--- src/rtl/memory_fill_write_generator_top_macros.svh ---
// assertion helpers for the top rtl file
`ifndef MEMORY_FILL_WRITE_GENERATOR_TOP_MACROS_SVH
`define MEMORY_FILL_WRITE_GENERATOR_TOP_MACROS_SVH

// checked while out of reset
`define MFWG_ASSERT(lbl, prop, msg) \
  lbl: assert property (@(posedge clk_i) disable iff (!rst_ni) prop) else $error(msg);

// checked on every edge, reset included
`define MFWG_ASSERT_ALWAYS(lbl, prop, msg) \
  lbl: assert property (@(posedge clk_i) prop) else $error(msg);

`endif

--- src/rtl/mfwg_pkg.sv ---
`timescale 1ns / 1ps

package mfwg_pkg;

  localparam int unsigned ADDR_W    = 32;
  localparam int unsigned DATA_W    = 64;
  localparam int unsigned CNT_W     = 8;
  localparam int unsigned THRESHOLD = 8;
  localparam int unsigned PC_W      = 3;

  // step addresses of the control program
  localparam logic [PC_W-1:0] STEP_IDLE  = 3'd0;
  localparam logic [PC_W-1:0] STEP_MOD   = 3'd1;
  localparam logic [PC_W-1:0] STEP_CHECK = 3'd2;
  localparam logic [PC_W-1:0] STEP_HEAD  = 3'd3;
  localparam logic [PC_W-1:0] STEP_WORDS = 3'd4;
  localparam logic [PC_W-1:0] STEP_TAIL  = 3'd5;

  typedef enum logic [2:0] {
    OP_NONE,
    OP_ACCEPT,
    OP_MOD,
    OP_BYTE,
    OP_WORD
  } op_e;

  typedef enum logic [2:0] {
    COND_IN_VALID,
    COND_ALWAYS,
    COND_SHORT,
    COND_HEAD,
    COND_WORD,
    COND_BYTE
  } cond_e;

  typedef struct packed {
    op_e              op;
    cond_e            cond;
    logic [PC_W-1:0]  tgt_true;
    logic [PC_W-1:0]  tgt_false;
  } uword_t;

  typedef struct packed {
    logic in_valid;
    logic short_req;
    logic head_more;
    logic word_more;
    logic byte_more;
    logic out_free;
  } status_t;

  typedef struct packed {
    op_e  op;
    logic exec;
  } ctrl_t;

  typedef struct packed {
    logic [ADDR_W-1:0] start_address;
    logic [7:0]        fill_byte;
    logic [CNT_W-1:0]  byte_count;
  } in_t;

  typedef struct packed {
    logic [ADDR_W-1:0] write_address;
    logic [DATA_W-1:0] write_data;
    logic              word_write;
    logic              last_write;
  } out_t;

  // control program
  function automatic uword_t rom_word(logic [PC_W-1:0] pc);
    uword_t w;
    case (pc)
      STEP_IDLE:  w = '{op: OP_ACCEPT, cond: COND_IN_VALID,
                        tgt_true: STEP_MOD,   tgt_false: STEP_IDLE};
      STEP_MOD:   w = '{op: OP_MOD,    cond: COND_ALWAYS,
                        tgt_true: STEP_CHECK, tgt_false: STEP_CHECK};
      STEP_CHECK: w = '{op: OP_NONE,   cond: COND_SHORT,
                        tgt_true: STEP_TAIL,  tgt_false: STEP_HEAD};
      STEP_HEAD:  w = '{op: OP_BYTE,   cond: COND_HEAD,
                        tgt_true: STEP_HEAD,  tgt_false: STEP_WORDS};
      STEP_WORDS: w = '{op: OP_WORD,   cond: COND_WORD,
                        tgt_true: STEP_WORDS, tgt_false: STEP_TAIL};
      STEP_TAIL:  w = '{op: OP_BYTE,   cond: COND_BYTE,
                        tgt_true: STEP_TAIL,  tgt_false: STEP_IDLE};
      default:    w = '{op: OP_NONE,   cond: COND_IN_VALID,
                        tgt_true: STEP_IDLE,  tgt_false: STEP_IDLE};
    endcase
    return w;
  endfunction

endpackage

--- src/rtl/mfwg_seq.sv ---
`timescale 1ns / 1ps

module mfwg_seq (
  input  logic              clk_i,
  input  logic              rst_ni,
  input  mfwg_pkg::status_t status_i,
  output mfwg_pkg::ctrl_t   ctrl_o
);

  logic [mfwg_pkg::PC_W-1:0] pc_q, pc_d;
  mfwg_pkg::uword_t          uw;
  logic                      cond_true;
  logic                      can_go;

  assign uw = mfwg_pkg::rom_word(pc_q);

  always_comb begin
    case (uw.cond)
      mfwg_pkg::COND_IN_VALID: cond_true = status_i.in_valid;
      mfwg_pkg::COND_ALWAYS:   cond_true = 1'b1;
      mfwg_pkg::COND_SHORT:    cond_true = status_i.short_req;
      mfwg_pkg::COND_HEAD:     cond_true = status_i.head_more;
      mfwg_pkg::COND_WORD:     cond_true = status_i.word_more;
      mfwg_pkg::COND_BYTE:     cond_true = status_i.byte_more;
      default:                 cond_true = 1'b0;
    endcase
  end

  // write steps wait for room in the output register
  always_comb begin
    case (uw.op)
      mfwg_pkg::OP_BYTE, mfwg_pkg::OP_WORD: can_go = status_i.out_free;
      default:                              can_go = 1'b1;
    endcase
  end

  always_comb begin
    ctrl_o.op   = uw.op;
    ctrl_o.exec = cond_true && can_go;
    if (!cond_true) begin
      pc_d = uw.tgt_false;
    end else if (can_go) begin
      pc_d = uw.tgt_true;
    end else begin
      pc_d = pc_q;
    end
  end

  always_ff @(posedge clk_i or negedge rst_ni) begin
    if (!rst_ni) begin
      pc_q <= mfwg_pkg::STEP_IDLE;
    end else begin
      pc_q <= pc_d;
    end
  end

endmodule

--- src/rtl/memory_fill_write_generator_top.sv ---
`timescale 1ns / 1ps
// Fill request in, a run of write commands out, the final one flagged by last_write.
// A request goes through the program steps in order: take it, find the residue of the
// start address modulo WORD_BYTES (a reciprocal multiply), pick the path, then one
// write a cycle, while the output register has room, for leading bytes, words and
// trailing bytes. A zero count gives no writes.
// The next request can be taken while the last write still waits in the output register.

`include "memory_fill_write_generator_top_macros.svh"

module memory_fill_write_generator_top #(
  parameter int unsigned WORD_BYTES = 8
) (
  input  logic           clk_i,
  input  logic           rst_ni,
  input  logic           in_valid_i,
  output logic           in_ready_o,
  input  mfwg_pkg::in_t  in_data_i,
  output logic           out_valid_o,
  input  logic           out_ready_i,
  output mfwg_pkg::out_t out_data_o
);

  localparam int unsigned RES_W = $clog2(WORD_BYTES);
  localparam int unsigned AW    = mfwg_pkg::ADDR_W;
  localparam int unsigned RSH   = 3;
  // quotient by WORD_BYTES is the product shifted right by AW + RSH
  localparam logic [AW:0]                  RECIP  = (AW + 1)'(
      ((64'd1 << (AW + RSH)) + 64'(WORD_BYTES) - 64'd1) / 64'(WORD_BYTES));
  localparam logic [RES_W-1:0]             W_RES  = RES_W'(WORD_BYTES);
  localparam logic [RES_W-1:0]             RES_MAX = RES_W'(WORD_BYTES - 1);
  localparam logic [mfwg_pkg::CNT_W-1:0]   W_CNT  = mfwg_pkg::CNT_W'(WORD_BYTES);
  localparam logic [mfwg_pkg::ADDR_W-1:0]  W_ADDR = mfwg_pkg::ADDR_W'(WORD_BYTES);
  localparam logic [mfwg_pkg::CNT_W-1:0]   THRESH = mfwg_pkg::CNT_W'(mfwg_pkg::THRESHOLD);

  mfwg_pkg::status_t status;
  mfwg_pkg::ctrl_t   ctrl;

  logic [AW-1:0]                  addr_q, addr_d;
  logic [7:0]                     fill_q, fill_d;
  logic [mfwg_pkg::CNT_W-1:0]     remain_q, remain_d;
  logic [RES_W-1:0]               res_q, res_d;
  logic                           out_valid_q, out_valid_d;
  mfwg_pkg::out_t                 out_q, out_d;
  logic [mfwg_pkg::DATA_W-1:0]    pattern;
  logic                           emit;
  logic [2*AW:0]                  recip_prod;
  logic [RES_W-1:0]               quot_lo;

  always_comb begin
    for (int i = 0; i < mfwg_pkg::DATA_W / 8; i++) begin
      pattern[8*i +: 8] = (i < WORD_BYTES) ? fill_q : 8'h00;
    end
  end

  // only the low quotient bits matter for the residue
  assign recip_prod = {{(AW + 1){1'b0}}, addr_q} * {{AW{1'b0}}, RECIP};
  assign quot_lo    = recip_prod[AW + RSH +: RES_W];

  mfwg_seq u_seq (
    .clk_i    (clk_i),
    .rst_ni   (rst_ni),
    .status_i (status),
    .ctrl_o   (ctrl)
  );

  always_comb begin
    status.in_valid  = in_valid_i;
    status.short_req = remain_q < THRESH;
    status.head_more = (res_q != '0) && (remain_q != '0);
    status.word_more = remain_q >= W_CNT;
    status.byte_more = remain_q != '0;
    status.out_free  = !out_valid_q || out_ready_i;
  end

  assign in_ready_o = ctrl.op == mfwg_pkg::OP_ACCEPT;
  assign emit = ctrl.exec && (ctrl.op == mfwg_pkg::OP_BYTE || ctrl.op == mfwg_pkg::OP_WORD);

  always_comb begin
    addr_d      = addr_q;
    fill_d      = fill_q;
    remain_d    = remain_q;
    res_d       = res_q;
    out_d       = out_q;
    out_valid_d = out_valid_q && !out_ready_i;
    if (ctrl.exec) begin
      case (ctrl.op)
        mfwg_pkg::OP_ACCEPT: begin
          addr_d   = in_data_i.start_address;
          fill_d   = in_data_i.fill_byte;
          remain_d = in_data_i.byte_count;
          res_d    = '0;
        end
        mfwg_pkg::OP_MOD: begin
          res_d = addr_q[RES_W-1:0] - quot_lo * W_RES;
        end
        mfwg_pkg::OP_BYTE: begin
          out_valid_d         = 1'b1;
          out_d.write_address = addr_q;
          out_d.write_data    = pattern;
          out_d.word_write    = 1'b0;
          out_d.last_write    = remain_q == mfwg_pkg::CNT_W'(1);
          addr_d              = addr_q + 1'b1;
          remain_d            = remain_q - 1'b1;
          // the address wraps to zero, which is aligned
          res_d               = (res_q == RES_MAX || addr_q == '1) ? '0 : res_q + 1'b1;
        end
        mfwg_pkg::OP_WORD: begin
          out_valid_d         = 1'b1;
          out_d.write_address = addr_q;
          out_d.write_data    = pattern;
          out_d.word_write    = 1'b1;
          out_d.last_write    = remain_q == W_CNT;
          addr_d              = addr_q + W_ADDR;
          remain_d            = remain_q - W_CNT;
        end
        default: begin
        end
      endcase
    end
  end

  always_ff @(posedge clk_i or negedge rst_ni) begin
    if (!rst_ni) begin
      out_valid_q <= 1'b0;
    end else begin
      out_valid_q <= out_valid_d;
    end
  end

  always_ff @(posedge clk_i) begin
    addr_q   <= addr_d;
    fill_q   <= fill_d;
    remain_q <= remain_d;
    res_q    <= res_d;
    out_q    <= out_d;
  end

  assign out_valid_o = out_valid_q;
  assign out_data_o  = out_q;

  `MFWG_ASSERT(a_word_aligned, emit && ctrl.op == mfwg_pkg::OP_WORD |-> res_q == '0, "word write on unaligned address")
  `MFWG_ASSERT(a_no_empty_write, emit |-> remain_q != '0, "write issued with nothing left")
  `MFWG_ASSERT(a_last_drains, emit && out_d.last_write |=> remain_q == '0, "last write left bytes behind")
  `MFWG_ASSERT(a_take_count, in_valid_i && in_ready_o |=> remain_q == $past(in_data_i.byte_count), "count not captured")
  `MFWG_ASSERT(a_no_overwrite, out_valid_q && !out_ready_i |-> !emit, "pending write overwritten")

endmodule

--- config.mk ---
export PLATFORM = sky130hd
export DESIGN_NAME = memory_fill_write_generator_top
export DESIGN_NICKNAME = d
export VERILOG_FILES = /design/src/rtl/mfwg_pkg.sv /design/src/rtl/mfwg_seq.sv /design/src/rtl/memory_fill_write_generator_top.sv
export VERILOG_INCLUDE_DIRS = /design/src /design/src/rtl
export SDC_FILE = /design/constraint.sdc
export NUM_CORES = 1
export LEC_CHECK = 0
export BUFFER_PORTS_ARGS = -buffer_cell sky130_fd_sc_hd__buf_2
export CORE_ASPECT_RATIO = 1.25
export CORE_MARGIN = 5
export CORE_UTILIZATION = 57
export CTS_CLUSTER_DIAMETER = 60
export DETAILED_ROUTE_END_ITERATION = 7
export PLACE_DENSITY = 0.87
export SLEW_MARGIN = 0
export SYNTH_ARGS = -nofsm -noshare
export SYNTH_HDL_FRONTEND = slang
export SYNTH_HIERARCHICAL = 1
export SYNTH_SLANG_ARGS = --single-unit
export TNS_END_PERCENT = 50
--- constraint.sdc ---
create_clock -name clk_i -period 9.1 [get_ports clk_i]
set_clock_uncertainty 0.15 [all_clocks]
set_input_delay 0.455 -clock clk_i [delete_from_list [all_inputs] [get_ports clk_i]]
set_output_delay 0.455 -clock clk_i [all_outputs]
set_load 0.01 [all_outputs]
# After elaboration in Yosys (flattened, before gate mapping)
# Index checks and enable logic that the tools add are counted.
[totals]
output_inout_bits = 100
elab_cells = 67
input_bits = 52
regBits = 153
[classes]
magnitude_cmp = 2
n_reduce_logical = 19
n_addsub = 5
mux = 12
n_eq_ne = 19
[op_table]
columns = ["operator", "count"]
rows = [
  ["one-hot mux 98 bit (2 select lines)", 1],
  ["one-hot mux 32 bit (3 select lines)", 1],
  ["one-hot mux 12 bit (6 select lines)", 1],
  ["adder 32 x 1 -> 32 bit, second input constant", 1],
  ["adder 32 x 4 -> 32 bit, second input constant", 1],
  ["equality test 32 bit, second input constant", 1],
  ["one-hot mux 8 bit (3 select lines)", 1],
  ["equality test 3 x 2 -> 1 bit, second input constant", 6],
  ["equality test 3 bit, second input constant", 6],
  ["equality test 3 x 1 -> 1 bit, second input constant", 3],
  ["two-way mux 3 bit", 3],
  ["one-hot mux 3 bit (3 select lines)", 1],
  ["nonzero test 3 bit", 3],
  ["equality test 8 x 1 -> 1 bit, second input constant", 1],
  ["equality test 8 x 4 -> 1 bit, second input constant", 1],
  ["greater-or-equal comparator 8 x 4 -> 1 bit, second input constant", 1],
  ["less-than comparator 8 x 4 -> 1 bit, second input constant", 1],
  ["AND reduction 2 bit", 4],
  ["nonzero test 8 bit", 1],
  ["subtractor 8 x 1 -> 8 bit, second input constant", 1],
  ["subtractor 8 x 4 -> 8 bit, second input constant", 1],
  ["logical NOT 3 bit", 2],
  ["one-hot mux 1 bit (6 select lines)", 1],
  ["adder 3 x 1 -> 3 bit, second input constant", 1],
  ["other kinds (7)", 13],
]

# Longest topological paths before layout
# Gate-level depths: netlist of the first run.
[logic_depth]
word_depth = 7
mapped_depth = 11

# Cells and area by module
# The synthesis of the first run kept the hierarchy.
[by_module_without_submodules]
columns = ["mod", "area_per_inst_um2", "cells_each", "n_inst"]
rows = [
  ["memory_fill_write_generator_top", 5032.3, 448, 1],
  ["mfwg_seq", 282.8, 36, 1],
]

# Worst setup path before layout of the first run
# No wires, ideal clock.
[synth_path]
path_type = "reg-to-reg"
startpoint = "register u_seq/pc_q[2] in the netlist's numbering"
endpoint = "register addr_q[10] (enable)"
synth_period_minus_slack_ns = 3.878
path_buffers = 3
setup_slack_ns = 5.222
stages_incl_launch_ff = 8
setup_time_ns = 0.437
t_arrival_ns = 3.292
required_ns = 8.513
cell_sequence = "dfrtp_1 buf_2 xor2_1 o21ai_0 or3b_1 buf_2 clkbuf_1 a21oi_1"
[synth_rtl]
columns = ["item", "line", "text"]
rows = [
  ["start, declared", "mfwg_seq.sv:10", "logic [mfwg_pkg::PC_W-1:0] pc_q, pc_d;"],
  ["start signal, assigned", "mfwg_seq.sv:51", "pc_q <= mfwg_pkg::STEP_IDLE;"],
  ["start signal, assigned", "mfwg_seq.sv:53", "pc_q <= pc_d;"],
  ["end signal, assigned", "memory_fill_write_generator_top.sv:132", "addr_q <= addr_d;"],
  ["end, declared", "memory_fill_write_generator_top.sv:39", "logic [AW-1:0] addr_q, addr_d;"],
]

==> reports/results.ini, run 1 <==
[run_status]
status = finished, final reports clean

[timing]
max_freq_ghz = 0.248
drv_slew = 0
rsz0062_at_grt = no
finalCritPeriodShare = 0.444
hold_viol_final = 0
period_needed_ps = 4040
setup_tns_ps = 0
tightest_slew_ps = 1160
setup_violations = 0
slew_headroom = 0.227

[pwr]
switching_share = 0.431
comb_power_share = 0.431
p_clk_frac = 0.137
power_leakage_nw = 2.38
power.density_mw_per_mm2 = 414
p_seq_frac = 0.433
p_int_mw = 1.42
ir_worst_vdd_uv = 231
p_switching_mw = 1.07

[cells_and_area]
final_common_cell = buf_2
area_delta_synth_final_pct = 13.3
layout_common_cells = buf_2 (151), edfxtp_1 (93), nand2_1 (57), nand3_1 (27), o21ai_0 (25)
fin_area_mm2 = 0.00602
fin_nets = 638
diodes = 0
drive_above_1_share = 0.312

[grt]
antenna_found_initial = 0
grt_use_total = 0.229
grt_pass1_wl_mm = 19.9
grt_overflow = 0
grt_pass1_vias = 4014
grt_max_degree = 35

[worst_setup_path]
cp_data_required_time_ps = 9040
path_buf_inv = 2
crit_slowest_cell = or3b_1
cp.arrival_ps = 3980
cp_cell_sequence = xor2_1 -> o21ai_0 -> or3b_1 -> inv_2 -> nor2_2 -> buf_4 -> o21ai_0 -> a221o_1
cp_common_cell = o21ai_0
crit_fanout = 32
max_stage_delay_ps = 660
rrSetupSlack_ps = 5060
crit_type = flip-flop to flip-flop
cp-start-kind = flip-flop
endpoint_kind = flip-flop
critPathTopFamily = simple AND/OR/NAND/NOR gates

[min_path]
hold_class = primary input to flip-flop

[placement]
placed_area_mm2 = 0.00575
place_congestion = 0.901
io_buffers = 151
dp_hpwl_mm = 9.69

[floorplan]
coreArea_mm2 = 0.00913
io_pins = 152
start_util = 0.582
die_w_um = 96.4
fp-row-count = 39
die-area_mm2 = 0.0114
fp.dieH_um = 118

[cts]
numCtsBuffers = 9
cts_resized = 0
cts_tree = yes
root_buffer = clkbuf_16
clk_latency_ps = 340
clk_pin_slew_ps = 60
clock-sinks = 97
clock_path_buffers = 2
post_cts_buffers = 0
cts.htree.levels = 3

[yosys]
synthFlopType = edfxtp_1
syn_inst = 484
synth_top_cell_by_area = edfxtp_1
synth_area_leaders = edfxtp_1 (53%), buf_4 (8.2%), nand2_1 (4.0%), nand3_1 (2.5%), ha_1 (2.4%)
synth_edf_count = 93
yosysUniqueCellTypes = 63
async_flop_share = 0.0412
synth_seq_area_share = 0.544
ys.warnings.count = 6
synth_nets = 546
synthesis.area_mm2 = 0.00532
synth_top_area_frac = 0.525
synth.avg_cell_area_um2 = 11.0
yosys_register_bits = 97

[detailed_routing]
wl_per_cell_um = 18.7
dr_total_vias = 4313
antenna_left = 0
drc = 0
viasPerCell = 6.13
drt-total-wl_mm = 13.2
detail_route.iter0.violations = 400
dr.pass1.iters = 6

[run]
max_cap_violations = 0

[area by class of cell]
cell class | instances | area, µm²
inverters | 18 | 70.1
clock buffers | 11 | 233
fillers | 684 | 3100
repair buffers | 156 | 796
flip-flops and latches | 97 | 2890
multi-input cells | 294 | 1850
well taps | 123 | 154
clock inverters | 5 | 32.5
[worst reg2reg max path, stage by stage (launching register included)]
cell and delay, ps:
dfrtp_1 520, xor2_1 200, o21ai_0 500, or3b_1 660, inv_2 330, nor2_2 550, buf_4 420, o21ai_0 160
a221o_1 300
[kinds of logic after synthesis]
family / count (synthesis) / share of synthesized area
simple gates: 166 / 0.164
mux: 3 / 0.00589
fa+ha+maj: 10 / 0.0235
compound gates: 110 / 0.143
buf+inv: 93 / 0.111
xor+xnor: 5 / 0.00824
flops: 97 / 0.544
[power groups by stage]
stage | Sequential [mW] | Combinational, mW | Clock, mW
after global placement | 1.06 | 1.02 | 0
final | 1.08 | 1.07 | 0.341
after detailed placement | 1.08 | 1.06 | 0
after floorplan | 1.05 | 0.801 | 0
after global routing | 1.11 | 1.18 | 0.366
after CTS | 1.07 | 1.07 | 0.343
[per-stage QoR]
| step | total power [mW] | setup WS [ps] | hold WS (ps) | instances | util |
|---|---|---|---|---|---|
| final | 2.49 | 5060 | 142 | 704 | 0.660 |
| after global routing | 2.65 | 4790 | 132 | 704 | 0.660 |
| after CTS | 2.49 | 5150 | 135 | 704 | 0.660 |
| after detailed placement | 2.14 | 5160 | 114 | 687 | 0.630 |
| after global placement | 2.08 | 5370 | 114 | 687 | 0.630 |
| after floorplan | 1.85 | 5220 | 9.41 | 484 | - |
[timing repair]
| action | in CTS | in global routing |
|---|---|---|
| setup endpoints to repair | 0 | 0 |
| hold buffers | 1 | 0 |
| hold endpoints to repair | 4 | 0 |
[cell usage after synthesis (3+ instances only)]
cell	count
a21oi_1	18
a221o_1	9
a22oi_1	3
a31oi_1	6
a32o_1	3
a32oi_1	3
and2_1	5
and3_1	6
buf_2	9
buf_4	58
clkbuf_1	7
dfrtp_1	4
edfxtp_1	93
ha_1	10
inv_1	15
nand2_1	57
nand2b_1	3
nand3_1	27
nand3b_1	3
nand4_1	8
nor2_1	19
nor2b_1	3
nor3_1	9
nor3b_1	4
nor4_1	4
o211ai_1	16
o21ai_0	25
o22ai_1	3
o311ai_0	7
or3_1	3
xnor2_1	3
[state kept, by name, summed over array words and instances, names as in the netlist]
signal and cells:
out_data_o 42, addr_q 32, fill_q 8, remain_q 8, res_q 3, u_seq/pc_q 3
out_valid_o 1
[per-layer routing]
metal / part of all wire / routed length, µm / GRT usage / vias to the layer above
li1: - / - / - / 1957
met1: 0.36 / 4760 / 0.285 / 2025
met2: 0.50 / 6630 / 0.384 / 301
met3: 0.10 / 1380 / 0.0390 / 30
met4: 0.030 / 393 / 0.0974 / 0
met5: 0 / 0 / 0 / -
[worst paths after layout]
kind,startpoint,endpoint,depth (start not counted)
max,u_seq/pc_q[2]$_DFFE_PN0P_,addr_q[10]$_DFFE_PP_,8
min,in_data_i[14],fill_q[6]$_DFFE_PP_,1
max reg2reg,u_seq/pc_q[2]$_DFFE_PN0P_,addr_q[10]$_DFFE_PP_,8
min reg2reg,fill_q[2]$_DFFE_PP_,out_data_o[60]$_DFFE_PP_,0
max in group asynchronous,rst_ni,u_seq/pc_q[1]$_DFFE_PN0P_,2
min in group asynchronous,rst_ni,out_valid_o$_DFF_PN0_,2
Power figures use the tool's default switching activity.
==> run 2: changes to the inputs <==
--- a/config.mk
+++ b/config.mk
@@ -6,13 +6,14 @@
 export SDC_FILE = /design/constraint.sdc
 export NUM_CORES = 1
 export LEC_CHECK = 0
+export ABC_AREA = 1
 export BUFFER_PORTS_ARGS = -buffer_cell sky130_fd_sc_hd__buf_2
 export CORE_ASPECT_RATIO = 1.25
 export CORE_MARGIN = 5
-export CORE_UTILIZATION = 57
+export CORE_UTILIZATION = 49
 export CTS_CLUSTER_DIAMETER = 60
 export DETAILED_ROUTE_END_ITERATION = 7
-export PLACE_DENSITY = 0.87
+export PLACE_DENSITY = 0.78
 export SLEW_MARGIN = 0
 export SYNTH_ARGS = -nofsm -noshare
 export SYNTH_HDL_FRONTEND = slang
==> constraint.sdc (replaced) <==
create_clock -name clk_i -period 3.29 [get_ports clk_i]
set_clock_uncertainty 0.15 [all_clocks]
set_input_delay 0.1645 -clock clk_i [delete_from_list [all_inputs] [get_ports clk_i]]
set_output_delay 0.1645 -clock clk_i [all_outputs]
set_load 0.01 [all_outputs]
==> run 2 against run 1 <==
- register-to-register slack lost 4400 ps
- clock-buffer cell count did not move
- sequential power increased to 2.6 times the previous value
- via count is 24% higher
- critical endpoint is now remain_q[7]$_DFFE_PP_
- critical path type unchanged
- synthesized cell count is 50% higher
- wire length up 14%
- global-route usage is 1.5 points lower
- die area up 30%
- combinational power grew to 3.0 times the previous value
- synthesized area is 14% higher
- worst setup slack got worse by 4400 ps
==> reports/results.ini, run 2 <==
[yosys]
ys.warnings.count = 6
synth_edf_count = 93
syn_inst = 725
synth_top_area_frac = 0.460
synth_nets = 787
yosysMostFrequentCell = nand2_1
synthesis.area_mm2 = 0.00607
yosysUniqueCellTypes = 33
synthFlopType = edfxtp_1
synth_seq_area_share = 0.477
synth_commonest_cells = nand2_1 (197), edfxtp_1 (93), nand3_1 (89), inv_1 (66), buf_4 (63)
async_flop_share = 0.0412
synth.avg_cell_area_um2 = 8.37
yosys_register_bits = 97
synth_area_leaders = edfxtp_1 (46%), nand2_1 (12%), buf_4 (7.8%), nand3_1 (7.3%), inv_1 (4.1%)
synth_top_cell_by_area = edfxtp_1

[cts]
root_buffer = clkbuf_16
numCtsBuffers = 9
clock-sinks = 97
cts_resized = 0
clk_pin_slew_ps = 70
cts_tree = yes
cts.htree.levels = 3
clock_path_buffers = 2
clk_latency_ps = 360

[detailed_routing]
detail_route.iter0.violations = 382
dr.pass1.iters = 7
dr_total_vias = 5333
antenna_left = 0
wl_per_cell_um = 14.3
drt-total-wl_mm = 15.0
drc = 0
viasPerCell = 5.08

[timing]
tightest_slew_ps = 565
setup_tns_ps = 0
postLayoutSetupSlackWorst_ps = 641
rsz0062_at_grt = no
finalCritPeriodShare = 0.805
slew_headroom = 0.622
hold_viol_final = 0
period_needed_ps = 2650
setup_violations = 0
max_freq_ghz = 0.377
drv_slew = 0

[run]
max_cap_violations = 0

[floorplan]
fp.dieH_um = 134
die_w_um = 110
die-area_mm2 = 0.0147
coreArea_mm2 = 0.0122
fp-row-count = 45
start_util = 0.499
io_pins = 152

[cells_and_area]
layout_common_cells = nand2_1 (197), buf_2 (151), edfxtp_1 (93), nand3_1 (89), inv_1 (66)
fillers = 1089
largest_register_ffs = 42
area_delta_synth_final_pct = 22.6
fin_util = 0.612
drive_above_1_share = 0.258
diodes = 0
final_common_cell = nand2_1
fin_nets = 942

[grt]
grt_overflow = 0
grt_pass1_vias = 5141
grt_max_degree = 35
grt_use_total = 0.214
grt_pass1_wl_mm = 24.8
antenna_found_initial = 0

[placement]
dp_slack_ps = 674
io_buffers = 151
dp_hpwl_mm = 11.0
place_congestion = 0.922

[run_status]
status = finished, final reports clean

[worst_setup_path]
rrSetupSlack_ps = 640
endpoint_kind = flip-flop
crit_fanout = 17
cp.arrival_ps = 2600
crit_type = flip-flop to flip-flop
cp-start-kind = flip-flop
r2r_end = remain_q[7]$_DFFE_PP_
cp_data_required_time_ps = 3240
rr_startpoint = u_seq/pc_q[2]$_DFFE_PN0P_
r2r_cells = 12

[pwr]
power_leakage_nw = 3.26
ir_worst_vdd_uv = 540
power.density_mw_per_mm2 = 965

[min_path]
hold_class = primary input to flip-flop
holdPathEnd = out_valid_o$_DFF_PN0_
hp-start = out_ready_i
hold_depth = 4

==> run 2: cell count changes in the layout (fill, tap and decap cells not counted), moves of 8 or more <==
cell           change
o211ai_1          -10
nor2_2            +12
nand3_1           +62
nor2_4            +10
nor2_1            +42
dlygate4sd3_1     +49
inv_1             +51
a221o_1            -9
nand2_1          +140
nand4_1            +8
==> run 2: cell families after synthesis <==
family | Yosys count | share of synthesized area
AND/OR/NAND/NOR | 409 | 0.312
adder cells (fa/ha/maj) | 10 | 0.0206
flip-flops | 97 | 0.477
AO/OA/AOI/OAI | 68 | 0.0621
buffers and inverters | 141 | 0.128
==> run 2: per-layer routing <==
metal	track usage	routed length, µm
met2	0.368	7670
met1	0.262	5960
met4	0.0832	413
met3	0.0395	989
met5	0	0
==> run 2: timing repair <==
action / CTS / global route
endpoints found under the hold margin: 52 / 0
hold buffers: 50 / 0
endpoints found under the setup margin: 0 / 0
setup buffers: 0 / 0
==> run 2: cell type report <==
cell class	count	area (µm²)	share of cell area
sequential	97	2890	0.389
tap	164	205	0.0276
inverter	72	270	0.0363
clock buffer	11	243	0.0326
multi-input combinational	487	2410	0.324
clock inverter	5	61.3	0.00824
timing repair buffer	213	1360	0.183
==> run 2: where the power goes <==
part | switching [mW] | leakage (nW) | internal [mW]
logic | 2.17 | 2.20 | 1.08
clock network | 0.460 | 0.151 | 0.616
registers | 0.544 | 0.918 | 2.31
==> run 2: worst max path at each step <==
stage | endpoint | start | slack, ps
2_1_floorplan | addr_q[10]$_DFFE_PP_ | u_seq/pc_q[1]$_DFFE_PN0P_ | -420
6_report | remain_q[7]$_DFFE_PP_ | u_seq/pc_q[2]$_DFFE_PN0P_ | 640
3_5_place_dp | remain_q[7]$_DFFE_PP_ | u_seq/pc_q[2]$_DFFE_PN0P_ | 670
4_1_cts | remain_q[7]$_DFFE_PP_ | u_seq/pc_q[2]$_DFFE_PN0P_ | 660
3_3_place_gp | remain_q[7]$_DFFE_PP_ | u_seq/pc_q[2]$_DFFE_PN0P_ | 780
5_1_grt | remain_q[5]$_DFFE_PP_ | u_seq/pc_q[2]$_DFFE_PN0P_ | 360
==> run 2: metrics by stage <==
step                std cells  hold WS [ps]  cell area (µm²)  total power, mW
finish                   1049          46.3             7440             7.18
global route             1049          63.0             7440             7.73
CTS                      1049          45.9             7440             7.19
detailed placement        983          -178             6640             6.06
global placement          983          -178             6640             5.98
floorplan                 725          -281             6070             5.17
==> run 2: worst max-delay path: stages, from the launching register on <==
cell and delay, ps:
dfrtp_1 570, nor2_4 90, nand2_2 90, nand2_1 80, nor2_1 270, nor2_1 120
nand2_2 90, inv_2 50, nor2_4 300, buf_4 300, inv_1 110, o21ai_0 90
o21ai_0 80
